--- src/sv/lz_rle_multimode_depacker_defines.svh ---
// assertion macros for the depacker
`ifndef LZ_RLE_MULTIMODE_DEPACKER_DEFINES_SVH
`define LZ_RLE_MULTIMODE_DEPACKER_DEFINES_SVH
`ifndef NO_ASSERTIONS
`define LZRLE_ASSERT_NOW(label, ante, cons) \
    label: assert property (@(posedge clk) disable iff (!rst_n) (ante) |-> (cons)) \
        else $error("assertion failed");
`define LZRLE_ASSERT_NEXT(label, ante, cons) \
    label: assert property (@(posedge clk) disable iff (!rst_n) (ante) |=> (cons)) \
        else $error("assertion failed");
`else
`define LZRLE_ASSERT_NOW(label, ante, cons)
`define LZRLE_ASSERT_NEXT(label, ante, cons)
`endif
`endif

--- src/sv/lzrle_pkg.sv ---
package lzrle_pkg;

    localparam int OUTPUT_LIMIT_DEF = 49152;
    localparam int HIST_DEPTH = 65536;
    localparam int HIST_AW = $clog2(HIST_DEPTH);

    typedef enum logic [1:0] {
        CMD_START = 2'd0,
        CMD_BYTE  = 2'd1,
        CMD_EMIT  = 2'd2,
        CMD_END   = 2'd3
    } cmd_t;

    typedef enum logic [2:0] {
        PH_CTRL = 3'd0,
        PH_LEN  = 3'd1,
        PH_ARG0 = 3'd2,
        PH_ARG1 = 3'd3,
        PH_ARG2 = 3'd4,
        PH_OUT  = 3'd5,
        PH_NEED = 3'd6
    } phase_t;

    typedef enum logic [1:0] {
        ES_RUN    = 2'd0,
        ES_FIN    = 2'd1,
        ES_BADOFF = 2'd2,
        ES_EARLY  = 2'd3
    } end_t;

    typedef enum logic [3:0] {
        K_LIT  = 4'd0,
        K_FILL = 4'd1,
        K_PROG = 4'd2,
        K_PAT2 = 4'd3,
        K_PAT3 = 4'd4,
        K_MIX2 = 4'd5,
        K_MIX3 = 4'd6,
        K_NIB  = 4'd7,
        K_COPY = 4'd8
    } kind_t;

    localparam logic [2:0] ST_WORKING = 3'd0;
    localparam logic [2:0] ST_WANTS   = 3'd1;
    localparam logic [2:0] ST_DONE    = 3'd2;
    localparam logic [2:0] ST_BADOFF  = 3'd3;
    localparam logic [2:0] ST_EARLY   = 3'd4;

    typedef struct packed {
        logic [15:0] produced_len;
        logic [15:0] chunks_left;
        logic [15:0] back_distance;
        logic [15:0] used_count;
        logic [4:0]  op_kind;
        phase_t      phase;
        logic [11:0] run_left;
        logic [7:0]  param_a;
        logic [7:0]  param_b;
        logic [7:0]  param_c;
        end_t        end_state;
        logic [1:0]  slot;
        logic        input_done;
    } state_t;

    typedef struct packed {
        logic                emit;
        logic                copy;
        logic [7:0]          byte_val;
        logic [HIST_AW-1:0]  rd_addr;
        logic [HIST_AW-1:0]  wr_addr;
        logic [2:0]          status;
    } step_res_t;

    function automatic kind_t kind_of(logic [4:0] op);
        kind_t k;
        unique case (op) inside
            5'd0, 5'd1:    k = K_LIT;
            [5'd2:5'd7]:   k = K_FILL;
            5'd8, 5'd9:    k = K_PROG;
            5'd10, 5'd11:  k = K_PAT2;
            5'd12, 5'd13:  k = K_PAT3;
            5'd14, 5'd15:  k = K_MIX2;
            5'd16, 5'd17:  k = K_MIX3;
            5'd18, 5'd19:  k = K_NIB;
            default:       k = K_COPY;
        endcase
        return k;
    endfunction

    function automatic logic [1:0] nargs_of(logic [4:0] op);
        logic [1:0] n;
        unique case (op) inside
            [5'd0:5'd5]:   n = 2'd0;
            [5'd8:5'd11]:  n = 2'd2;
            5'd12, 5'd13:  n = 2'd3;
            5'd22, 5'd23:  n = 2'd2;
            default:       n = 2'd1;
        endcase
        return n;
    endfunction

    function automatic logic [11:0] adj_of(logic [4:0] op);
        logic [11:0] a;
        unique case (op) inside
            5'd0:                     a = 12'hffe;
            5'd2, 5'd4, 5'd10, 5'd12: a = 12'hfff;
            5'd8, 5'd22:              a = 12'h001;
            default:                  a = 12'h000;
        endcase
        return a;
    endfunction

    function automatic logic [1:0] group_of(kind_t k);
        logic [1:0] g;
        unique case (k) inside
            K_PAT2, K_MIX2, K_NIB: g = 2'd2;
            K_PAT3, K_MIX3:        g = 2'd3;
            default:               g = 2'd1;
        endcase
        return g;
    endfunction

    function automatic logic slot_fresh(kind_t k, logic [1:0] s);
        return (k == K_LIT && s == 2'd0) || (k == K_MIX2 && s == 2'd1) ||
               (k == K_MIX3 && s != 2'd0) || (k == K_NIB && s == 2'd0);
    endfunction

    function automatic state_t enter_slot(state_t s);
        state_t r;
        r = s;
        r.phase = slot_fresh(kind_of(s.op_kind), s.slot) ? PH_NEED : PH_OUT;
        return r;
    endfunction

    function automatic state_t start_run(state_t s);
        state_t r;
        r = s;
        if (kind_of(s.op_kind) == K_COPY &&
            (s.back_distance == 16'd0 || s.back_distance > s.produced_len))
        begin
            r.end_state = ES_BADOFF;
        end
        else if (s.run_left == 12'd0)
        begin
            r.phase = PH_CTRL;
            r.slot = 2'd0;
        end
        else
        begin
            r.slot = 2'd0;
            r = enter_slot(r);
        end
        return r;
    endfunction

    function automatic state_t begin_args(state_t s);
        state_t r;
        r = s;
        if (s.op_kind == 5'd2 || s.op_kind == 5'd3)
            r.param_a = 8'h00;
        if (s.op_kind == 5'd4 || s.op_kind == 5'd5)
            r.param_a = 8'hff;
        if (nargs_of(s.op_kind) == 2'd0)
            r = start_run(r);
        else
            r.phase = PH_ARG0;
        return r;
    endfunction

    function automatic state_t settle(state_t s, logic [15:0] limit);
        state_t r;
        r = s;
        if (s.end_state == ES_RUN)
        begin
            if (s.phase == PH_CTRL)
            begin
                if (s.chunks_left == 16'd0 || s.produced_len >= limit)
                    r.end_state = ES_FIN;
                else if (s.input_done)
                    r.end_state = (s.used_count == 16'd0) ? ES_FIN : ES_EARLY;
            end
            else if (s.phase != PH_OUT && s.input_done)
            begin
                r.end_state = ES_EARLY;
            end
        end
        return r;
    endfunction

    function automatic state_t take_byte(state_t s, logic [7:0] b);
        state_t r;
        logic [1:0] idx;
        logic [4:0] op;
        r = s;
        op = s.op_kind;
        idx = 2'(s.phase - PH_ARG0);
        if (s.used_count != 16'hffff)
            r.used_count = s.used_count + 16'd1;
        case (s.phase)
            PH_CTRL:
            begin
                r.chunks_left = s.chunks_left - 16'd1;
                r.op_kind = b[4:0];
                if (b[4:3] == 2'b11)
                begin
                    r.run_left = {9'd0, b[7:5]} + 12'd3;
                    r.back_distance = {5'd0, b[2:0], 8'd0};
                    r = begin_args(r);
                end
                else if (b[0])
                begin
                    r.param_a = {5'd0, b[7:5]};
                    r.phase = PH_LEN;
                end
                else
                begin
                    r.run_left = {9'd0, b[7:5]} + 12'd3 + adj_of(b[4:0]);
                    r = begin_args(r);
                end
            end
            PH_LEN:
            begin
                r.run_left = {s.param_a[3:0], b};
                r = begin_args(r);
            end
            PH_ARG0, PH_ARG1, PH_ARG2:
            begin
                if (kind_of(op) == K_COPY)
                begin
                    if (op >= 5'h18)
                        r.back_distance = s.back_distance | {8'd0, b};
                    else if (op >= 5'h16 && idx == 2'd0)
                        r.back_distance = {b, 8'd0};
                    else if (op >= 5'h16)
                        r.back_distance = s.back_distance | {8'd0, b};
                    else
                        r.back_distance = {8'd0, b};
                end
                else if (idx == 2'd0)
                    r.param_a = b;
                else if (idx == 2'd1)
                    r.param_b = b;
                else
                    r.param_c = b;
                if ({1'b0, idx} + 3'd1 >= {1'b0, nargs_of(op)})
                    r = start_run(r);
                else
                    r.phase = phase_t'(s.phase + 3'd1);
            end
            PH_NEED:
            begin
                r.param_b = b;
                r.phase = PH_OUT;
            end
            default:
            begin
                r = s;
            end
        endcase
        return r;
    endfunction

    function automatic logic [7:0] emit_value(state_t s);
        logic [7:0] v;
        kind_t k;
        k = kind_of(s.op_kind);
        case (k)
            K_LIT:  v = s.param_b;
            K_FILL, K_PROG: v = s.param_a;
            K_PAT2, K_MIX2, K_MIX3: v = (s.slot == 2'd0) ? s.param_a : s.param_b;
            K_PAT3: v = (s.slot == 2'd0) ? s.param_a :
                        ((s.slot == 2'd1) ? s.param_b : s.param_c);
            K_NIB:  v = s.param_a + ((s.slot == 2'd0) ? {4'd0, s.param_b[7:4]}
                                                      : {4'd0, s.param_b[3:0]});
            default: v = 8'd0;
        endcase
        return v;
    endfunction

    function automatic state_t emit_step(state_t s);
        state_t r;
        kind_t k;
        r = s;
        k = kind_of(s.op_kind);
        if (k == K_PROG)
            r.param_a = s.param_a + s.param_b;
        r.produced_len = s.produced_len + 16'd1;
        r.slot = s.slot + 2'd1;
        if (r.slot >= group_of(k))
        begin
            r.slot = 2'd0;
            r.run_left = s.run_left - 12'd1;
            if (r.run_left == 12'd0)
                r.phase = PH_CTRL;
            else
                r = enter_slot(r);
        end
        else
        begin
            r = enter_slot(r);
        end
        return r;
    endfunction

endpackage

--- src/sv/lzrle_ctrl.sv ---
module lzrle_ctrl
    import lzrle_pkg::*;
#(
    parameter int OUTPUT_LIMIT = OUTPUT_LIMIT_DEF
)
(
    input  logic        clk,
    input  logic        rst_n,
    input  logic        cfg_we,
    input  logic [15:0] cfg_data,
    input  logic        accept,
    input  logic [1:0]  cmd,
    input  logic [7:0]  data_byte,
    output step_res_t   res,
    output logic [15:0] out_length,
    output logic [15:0] consumed_bytes
);

    state_t      state_reg;
    state_t      state_next;
    logic [15:0] chunk_count_reg;
    state_t      s;

    always_comb
    begin
        s = settle(state_reg, 16'(OUTPUT_LIMIT));
        res = '0;
        case (cmd_t'(cmd))
            CMD_START:
            begin
                s.produced_len = 16'd0;
                s.used_count = 16'd0;
                s.chunks_left = chunk_count_reg;
                s.end_state = ES_RUN;
                s.input_done = 1'b0;
                s.slot = 2'd0;
                s.phase = PH_CTRL;
            end
            CMD_BYTE:
            begin
                if (s.end_state == ES_RUN && !s.input_done && s.phase != PH_OUT)
                    s = take_byte(s, data_byte);
            end
            CMD_EMIT:
            begin
                if (s.end_state == ES_RUN && s.phase == PH_OUT)
                begin
                    res.emit = 1'b1;
                    res.copy = (kind_of(s.op_kind) == K_COPY);
                    res.byte_val = emit_value(s);
                    res.rd_addr = HIST_AW'(s.produced_len - s.back_distance);
                    res.wr_addr = HIST_AW'(s.produced_len);
                    s = emit_step(s);
                end
            end
            default:
            begin
                s.input_done = 1'b1;
            end
        endcase
        s = settle(s, 16'(OUTPUT_LIMIT));
        case (s.end_state)
            ES_FIN:    res.status = ST_DONE;
            ES_BADOFF: res.status = ST_BADOFF;
            ES_EARLY:  res.status = ST_EARLY;
            default:   res.status = (s.phase == PH_OUT) ? ST_WORKING : ST_WANTS;
        endcase
        state_next = s;
    end

    always_ff @(posedge clk or negedge rst_n)
    begin
        if (!rst_n)
        begin
            state_reg <= '0;
            chunk_count_reg <= '0;
        end
        else
        begin
            if (accept)
                state_reg <= state_next;
            if (cfg_we)
                chunk_count_reg <= cfg_data;
        end
    end

    assign out_length = state_next.produced_len;
    assign consumed_bytes = state_next.used_count;

endmodule

--- config.mk ---
export PLATFORM = sky130hd
export DESIGN_NAME = lzrle_ctrl
export DESIGN_NICKNAME = d
export VERILOG_FILES = /design/src/sv/lz_rle_multimode_depacker_defines.svh /design/src/sv/lzrle_pkg.sv /design/src/sv/lzrle_ctrl.sv
export SDC_FILE = /design/constraint.sdc
export NUM_CORES = 1
export LEC_CHECK = 0
export BUFFER_PORTS_ARGS = -buffer_cell sky130_fd_sc_hd__buf_2
export CORE_UTILIZATION = 56
export CTS_CLUSTER_SIZE = 14
export DETAILED_ROUTE_END_ITERATION = 12
export PLACE_DENSITY = 0.75
export SYNTH_ARGS = -nofsm -noshare
export SYNTH_HDL_FRONTEND = slang
export SYNTH_SLANG_ARGS = --single-unit
--- constraint.sdc ---
create_clock -name clk -period 18.4 [get_ports clk]
set_input_delay 1.84 -clock clk [delete_from_list [all_inputs] [get_ports clk]]
set_output_delay 1.84 -clock clk [all_outputs]
set_load 0.02 [all_outputs]
==> results.py, run 1 <==
metrics = {
    "routing": {
        "drc_errors": 0,
        "dr.pass1.iters": 9,
        "ant_nets": 0,
        "wl_per_cell_um": 20.7,
        "viasPerCell": 6.74,
        "wirelength_um": 41000,
        "drtIter0Drc": 1370,
        "num_vias": 13300,
    },
    "synthesis": {
        "synth_nets": 1806,
        "synth_flop_cell": "dfrtp_1",
        "ys_seq_area_frac": 0.250,
        "netlist_instances": 1693,
        "synth_fa_ha_area_frac": 0.0840,
        "async_flop_share": 1.00,
        "synth_edf_count": 0,
        "syn_area_um2": 12800,
        "synth_top_family_by_area": "compound AO/OA/AOI/OAI gates",
        "syn_avg_cell_area_um2": 7.57,
        "yosys.area_share.simple": 0.245,
        "muxShareOfSynthArea": 0.0477,
        "ys_seq_elements": 128,
        "synth_xor_area_frac": 0.0198,
        "yosysUniqueCellTypes": 99,
        "synth_compound_area_frac": 0.270,
        "yosysWarnings": 0,
    },
    "worst_setup_path": {
        "critPathLaunchType": "primary input",
        "crit_chain": "buf_2, nor2_1, a211oi_2, inv_1, fa_1, o21ai_0, o21ai_0, ha_1, or4bb_1, a2111oi_0, o221ai_1, or2_2, or3_1, o21ba_2, o31ai_1, nand3_2, a22oi_1, ha_1, mux2_2, buf_2",
        "path_max_fanout": 25,
        "worst-path-buf-inv": 3,
        "path_class": "primary input to output pin",
        "cp_data_arrival_time_ps": 8080,
        "endpoint_kind": "output pin",
        "cp_top_family": "compound AO/OA/AOI/OAI gates",
        "cp_slowest_cell": "a2111oi_0",
        "worstPathRequired_ps": 16560,
        "cpPeakStageDelay_ps": 870,
    },
    "pwr": {
        "power_density_nw_per_um2": 83.8,
        "irDropWorstVdd_uv": 47.6,
        "leakage_nw": 5.74,
    },
    "placed_design": {
        "dpl_cell_area_um2": 13000,
        "portBuffers": 106,
        "dpl.hpwl_um": 29300,
        "dpl.cell_count": 1947,
        "routabilityCongestion": 0.972,
    },
    "layout": {
        "nNetsFinal": 1799,
        "area_delta_synth_final_pct": 7.09,
        "final_cells": 1979,
        "largest_reg_flops": 112,
        "diodes": 0,
        "fin_area_um2": 13700,
        "drive_above_1_share": 0.134,
    },
    "worst_hold_path": {
        "hold_class": "flip-flop to flip-flop",
    },
    "sta": {
        "finalCritPeriodShare": 0.539,
        "hold_viol_final": 0,
        "holdWs_ps": 490,
        "fin_skew_ps": 10.7,
        "slew_headroom": 0.251,
        "tns_ps": 0,
        "finalSetupViolCount": 0,
        "rsz0062_at_grt": "no",
        "max_freq_mhz": 101,
        "slew_viol_final": 0,
        "max_slew.worst_pin.slew_ps": 1100,
        "fin_crit_ps": 9920,
    },
    "floorplanning": {
        "rows": 54,
        "dieWidth_um": 153,
        "num_io_pins": 107,
        "start_util": 0.578,
        "core_area_um2": 22200,
        "dieArea_um2": 23500,
        "die_h_um": 153,
    },
    "clocking": {
        "path_clk_slew_ps": 60,
        "htree_levels": 4,
        "cts_resized": 0,
        "cts_tree": "yes",
        "cts_setup_buffers": 0,
        "root_buffer": "clkbuf_16",
        "ctsHoldBuffers": 0,
        "cts_buffers": 17,
        "clock-sinks": 128,
        "ctsLongestPathBuffers": 2,
        "clk_latency_ps": 430,
    },
    "grt": {
        "overflow": 0,
        "first_global_vias": 12200,
        "use_met1": 0.457,
        "met2_usage": 0.568,
        "grt-busiest-layer": "met2",
        "antenna_found_initial": 0,
        "grt_pass1_wl_um": 65400,
        "grtUsageTotal": 0.346,
        "grt_start_max_net_pins": 70,
        "grt_use_met3": 0.0496,
    },
    "flow_run": {
        "drv_cap": 0,
    },
    "run_status": {
        "status": "finished clean",
    },
}
## layer usage
layer / wire length (um) / up-vias / part of all wire
met5: 0 / - / 0
met4: 1410 / 0 / 0.034
met3: 3310 / 128 / 0.081
met2: 19500 / 706 / 0.47
met1: 16800 / 6334 / 0.41
li1: - / 6171 / -
## cells in the final DEF, fill, tap and decap left out, types with 19 or more instances in the layout
| cell type | instances |
|---|---|
| nand2_1 | 188 |
| nor2_1 | 180 |
| o21ai_0 | 149 |
| dfrtp_1 | 128 |
| a21oi_1 | 125 |
| buf_2 | 105 |
| inv_1 | 78 |
| ha_1 | 78 |
| nor3_1 | 50 |
| nand3_1 | 41 |
| mux2_2 | 40 |
| nor4_1 | 27 |
| nand4_1 | 24 |
| a211oi_1 | 20 |
| o31ai_1 | 20 |
| xnor2_1 | 19 |
| a22o_1 | 19 |
| a21o_1 | 19 |
## area by class of cell
| class | count | area, um^2 |
|---|---|---|
| Timing Repair Buffer | 121 | 649 |
| Multi-Input combinational cell | 1339 | 8540 |
| Fill cell | 2027 | 8440 |
| Sequential cell | 128 | 3200 |
| Tap cell | 280 | 350 |
| Clock buffer | 17 | 425 |
| Inverter | 79 | 297 |
| Clock inverter | 15 | 255 |
## final timing paths
kind | cells after the start | endpoint | slack [ps] | start
max | 20 | res[0] | 8480 | data_byte[1]
min | 2 | state_reg[12] | 490 | state_reg[12]
max reg2reg | 16 | state_reg[3] | 12940 | state_reg[41]
min reg2reg | 2 | state_reg[12] | 490 | state_reg[12]
max in group asynchronous | 2 | state_reg[60] | 15670 | rst_n
min in group asynchronous | 1 | state_reg[102] | 1390 | rst_n
## report_power, final
| part | internal, W | leakage [nW] | total (W) | switching (W) |
|---|---|---|---|---|
| Combinational | 0.000138 | 3.76 | 0.000384 | 0.000246 |
| Sequential | 0.000309 | 1.67 | 0.000367 | 0.0000587 |
| Clock | 0.000256 | 0.321 | 0.000399 | 0.000143 |
| Total | 0.000702 | 5.74 | 0.00115 | 0.000448 |
## Yosys cell counts, drive strengths merged, types with 6 or more instances
library cell	number	area, um^2
nand2	188	706
nor2	180	676
o21ai	150	751
dfrtp	128	3200
a21oi	126	634
clkbuf	95	380
ha	78	976
inv	78	293
buf	52	392
nor3	51	260
nand3	43	225
mux2	41	462
nor4	29	194
nand4	24	150
a211oi	21	163
o31ai	20	150
a21o	19	143
a22o	19	166
xnor2	19	166
a31oi	17	106
nor2b	16	100
mux2i	15	150
or3	15	95.1
nand2b	14	87.6
and3	13	83.8
nor3b	13	97.6
o22ai	13	81.3
a221oi	12	111
or4	12	90.1
a2111oi	11	110
a221o	11	110
o211ai	11	87.6
xor2	10	87.6
a22oi	9	67.6
and2	9	57.6
or2	9	56.3
nand3b	8	63.8
o32a	8	80.1
nor4b	7	61.3
o21a	7	52.6
o31a	7	61.3
o41ai	6	52.6
## logic make-up after synthesis
| family | Yosys count |
|---|---|
| AO/OA/AOI/OAI | 525 |
| XOR/XNOR | 29 |
| adder cells (fa/ha/maj) | 83 |
| buffers and inverters | 226 |
| flip-flops | 128 |
| multiplexers | 56 |
| AND/OR/NAND/NOR | 646 |
## worst reg2reg max path: stages, from the launching register on
cell and delay [ps]:
dfrtp_1 510, inv_1 270, ha_1 430, nand2b_1 160, nand4b_1 350, nand2_1 250, o21ai_0 250, ha_1 380
nand4_1 190, a2111oi_0 340, nor4b_1 100, o211ai_1 610, nand3_1 240, o31ai_1 540, nor2_1 150, a221oi_2 450
a21oi_2 100
## metrics by stage
stage	util	total power, W	setup WS, ps
6_report	0.619	0.00115	8480
3_5_place_dp	0.588	0.000742	8650
4_1_cts	0.619	0.00114	8570
3_3_place_gp	0.588	0.000736	8650
2_1_floorplan	-	0.000642	9650
5_1_grt	0.619	0.00120	8150
Note: power is estimated with default switching activity, not from simulation.
==> inputs of run 2 (changes only) <==
- ABC_AREA: not set -> 1
- clock period: 18.4 -> 9.5 ns (I/O delays scaled with it)
==> results.py, run 2 <==
metrics = {
    "clocking": {
        "clock-sinks": 128,
        "cts_tree": "yes",
        "root_buffer": "clkbuf_16",
        "cts_setup_buffers": 0,
        "htree_levels": 4,
        "cts_resized": 0,
        "path_clk_slew_ps": 70,
        "ctsHoldBuffers": 0,
        "cts_buffers": 17,
        "ctsLongestPathBuffers": 2,
        "clk_latency_ps": 450,
    },
    "synthesis": {
        "synth_top_area_cell": "dfrtp_1",
        "synth_top_area_frac": 0.242,
        "yosysUniqueCellTypes": 68,
        "syn_avg_cell_area_um2": 6.53,
        "ys_top_cells_by_area": "dfrtp_1, nand2_1, ha_1",
        "synth_flop_cell": "dfrtp_1",
        "ys_seq_elements": 128,
        "netlist_instances": 2024,
        "async_flop_share": 1.00,
        "yosysMostFrequentCell": "nand2_1",
        "syn_area_um2": 13200,
        "synth_nets": 2137,
        "yosysWarnings": 0,
        "ys_seq_area_frac": 0.242,
        "synth_edf_count": 0,
        "synthTopCellsByCount": "nand2_1, inv_1, nor2_1",
    },
    "pwr": {
        "irDropWorstVdd_uv": 168,
        "leakage_nw": 6.76,
        "power_density_nw_per_um2": 171,
        "power_w": 0.00241,
    },
    "sta": {
        "setup_ws_ps": 2680,
        "finalCritPeriodShare": 0.718,
        "max_slew.worst_pin.slew_ps": 1260,
        "fin_skew_ps": 26.1,
        "tns_ps": 0,
        "slew_viol_final": 0,
        "slew_headroom": 0.159,
        "fin_crit_ps": 6820,
        "rsz0062_at_grt": "no",
        "max_freq_mhz": 147,
        "finalSetupViolCount": 0,
        "hold_viol_final": 0,
    },
    "layout": {
        "area_delta_synth_final_pct": 6.82,
        "finalCoreUtilization": 0.616,
        "drive_above_1_share": 0.110,
        "layout_common_cells": "nand2_1, inv_1, nor2_1",
        "diodes": 0,
        "nNetsFinal": 2152,
        "layout_commonest_cell": "nand2_1",
        "largest_reg_flops": 112,
        "final_cells": 2365,
    },
    "worst_setup_path": {
        "cp_data_arrival_time_ps": 5870,
        "endpoint_kind": "output pin",
        "crit_top_cell": "nand2_1",
        "critPathLaunchType": "flip-flop",
        "path_max_fanout": 35,
        "worst-path-buf-inv": 6,
        "r2r-end": "state_reg[3]",
        "path_class": "flip-flop to output pin",
        "cp_slowest_cell": "inv_2",
        "cpPeakStageDelay_ps": 840,
        "r2r_slack_ps": 4580,
        "timing.rr.start": "state_reg[41]",
        "cp_top_family": "buffers and inverters",
        "worstPathRequired_ps": 8550,
        "rr_worst_depth": 23,
    },
    "run_status": {
        "status": "finished clean",
    },
    "grt": {
        "overflow": 0,
        "first_global_vias": 13400,
        "antenna_found_initial": 0,
        "grt_start_max_net_pins": 82,
        "grt_pass1_wl_um": 68400,
        "grtUsageTotal": 0.358,
    },
    "worst_hold_path": {
        "hold_class": "primary input to asynchronous set/reset pin",
    },
    "floorplanning": {
        "dieWidth_um": 156,
        "dieArea_um2": 24200,
        "num_io_pins": 107,
        "rows": 55,
        "die_h_um": 156,
        "core_area_um2": 22900,
        "start_util": 0.576,
    },
    "placed_design": {
        "portBuffers": 106,
        "routabilityCongestion": 0.966,
        "pre_cts_ws_ps": 3310,
        "dpl.cell_count": 2333,
        "dpl.hpwl_um": 31100,
    },
    "routing": {
        "ant_nets": 0,
        "drc_errors": 0,
        "num_vias": 14200,
        "dr.pass1.iters": 8,
        "viasPerCell": 6.02,
        "drtIter0Drc": 1446,
        "wirelength_um": 42000,
        "wl_per_cell_um": 17.8,
    },
    "flow_run": {
        "drv_cap": 0,
    },
}
-- run 2: changes by cell type after synthesis, sizes merged, moves of 21 or more --
cell    before  now
nand2      188  530
inv         78  251
nand3       43  127
clkbuf      95   42
o21ai      150  198
a21oi      126   90
nor2       180  210
mux2        41   15
nor3        51   26
buf         52   76
xor2        10   32
o22ai       13   34
-- run 2: worst reg2reg max path, cell delays in order (launching register included) --
cell	delay, ps
dfrtp_1	470
inv_1	200
ha_1	260
inv_1	140
nor2_8	120
inv_1	400
o211ai_1	180
nand2_2	160
nand3_2	610
inv_2	840
o21ai_0	210
nand3_1	110
nand2_1	50
nand2_1	80
nand2_1	60
nor2_1	140
nand2_1	80
nor2_1	180
nor3_1	70
a21boi_1	180
nand2_1	80
nand2_2	90
nand2_1	60
nand2_1	80
-- run 2: cell families after synthesis --
group / after synthesis / share of synthesized area
simple gates: 952 / 0.314
compound gates: 435 / 0.199
buf+inv: 372 / 0.125
flops: 128 / 0.242
fa+ha+maj: 83 / 0.0815
xor+xnor: 38 / 0.0252
mux: 16 / 0.0135
-- run 2: metal layers --
layer  wire, um  up-vias  global-route usage
met4       1270        0               0.140
li1           -     6791                   -
met1      18600     6633               0.484
met2      18600      708               0.568
met3       3620      107              0.0658
met5          0        -                   0
-- run 2: through the flow --
stage               area, um^2  hold WS [ps]
CTS                      14100           492
detailed placement       13500           477
floorplan                13200           446
global route             14100           507
finish                   14100           469
global placement         13500           467
-- run 2: how the worst max path moves through the flow --
stage | from | endpoint | slack (ps) | cells past startpoint
3_3_place_gp | data_byte[2] | res[0] | 3430 | 32
6_report | state_reg[41] | res[0] | 2680 | 25
3_5_place_dp | data_byte[2] | res[0] | 3310 | 32
5_1_grt | state_reg[41] | res[0] | 2360 | 25
2_1_floorplan | data_byte[0] | res[0] | 3970 | 29
4_1_cts | state_reg[41] | res[0] | 2850 | 25
-- run 2: power breakdown --
part	switching, W	internal [W]	leakage [nW]
clock	0.000290	0.000396	0.298
sequential	0.000108	0.000618	1.63
combinational	0.000672	0.000322	4.83
-- run 2: layout make-up --
type / instances / area [um^2]
timing repair buffer: 114 / 597
clock inverter: 15 / 178
fill: 2212 / 8810
multi-input combinational: 1524 / 8350
clock buffer: 17 / 425
sequential: 128 / 3200
tap: 313 / 392
inverter: 254 / 961
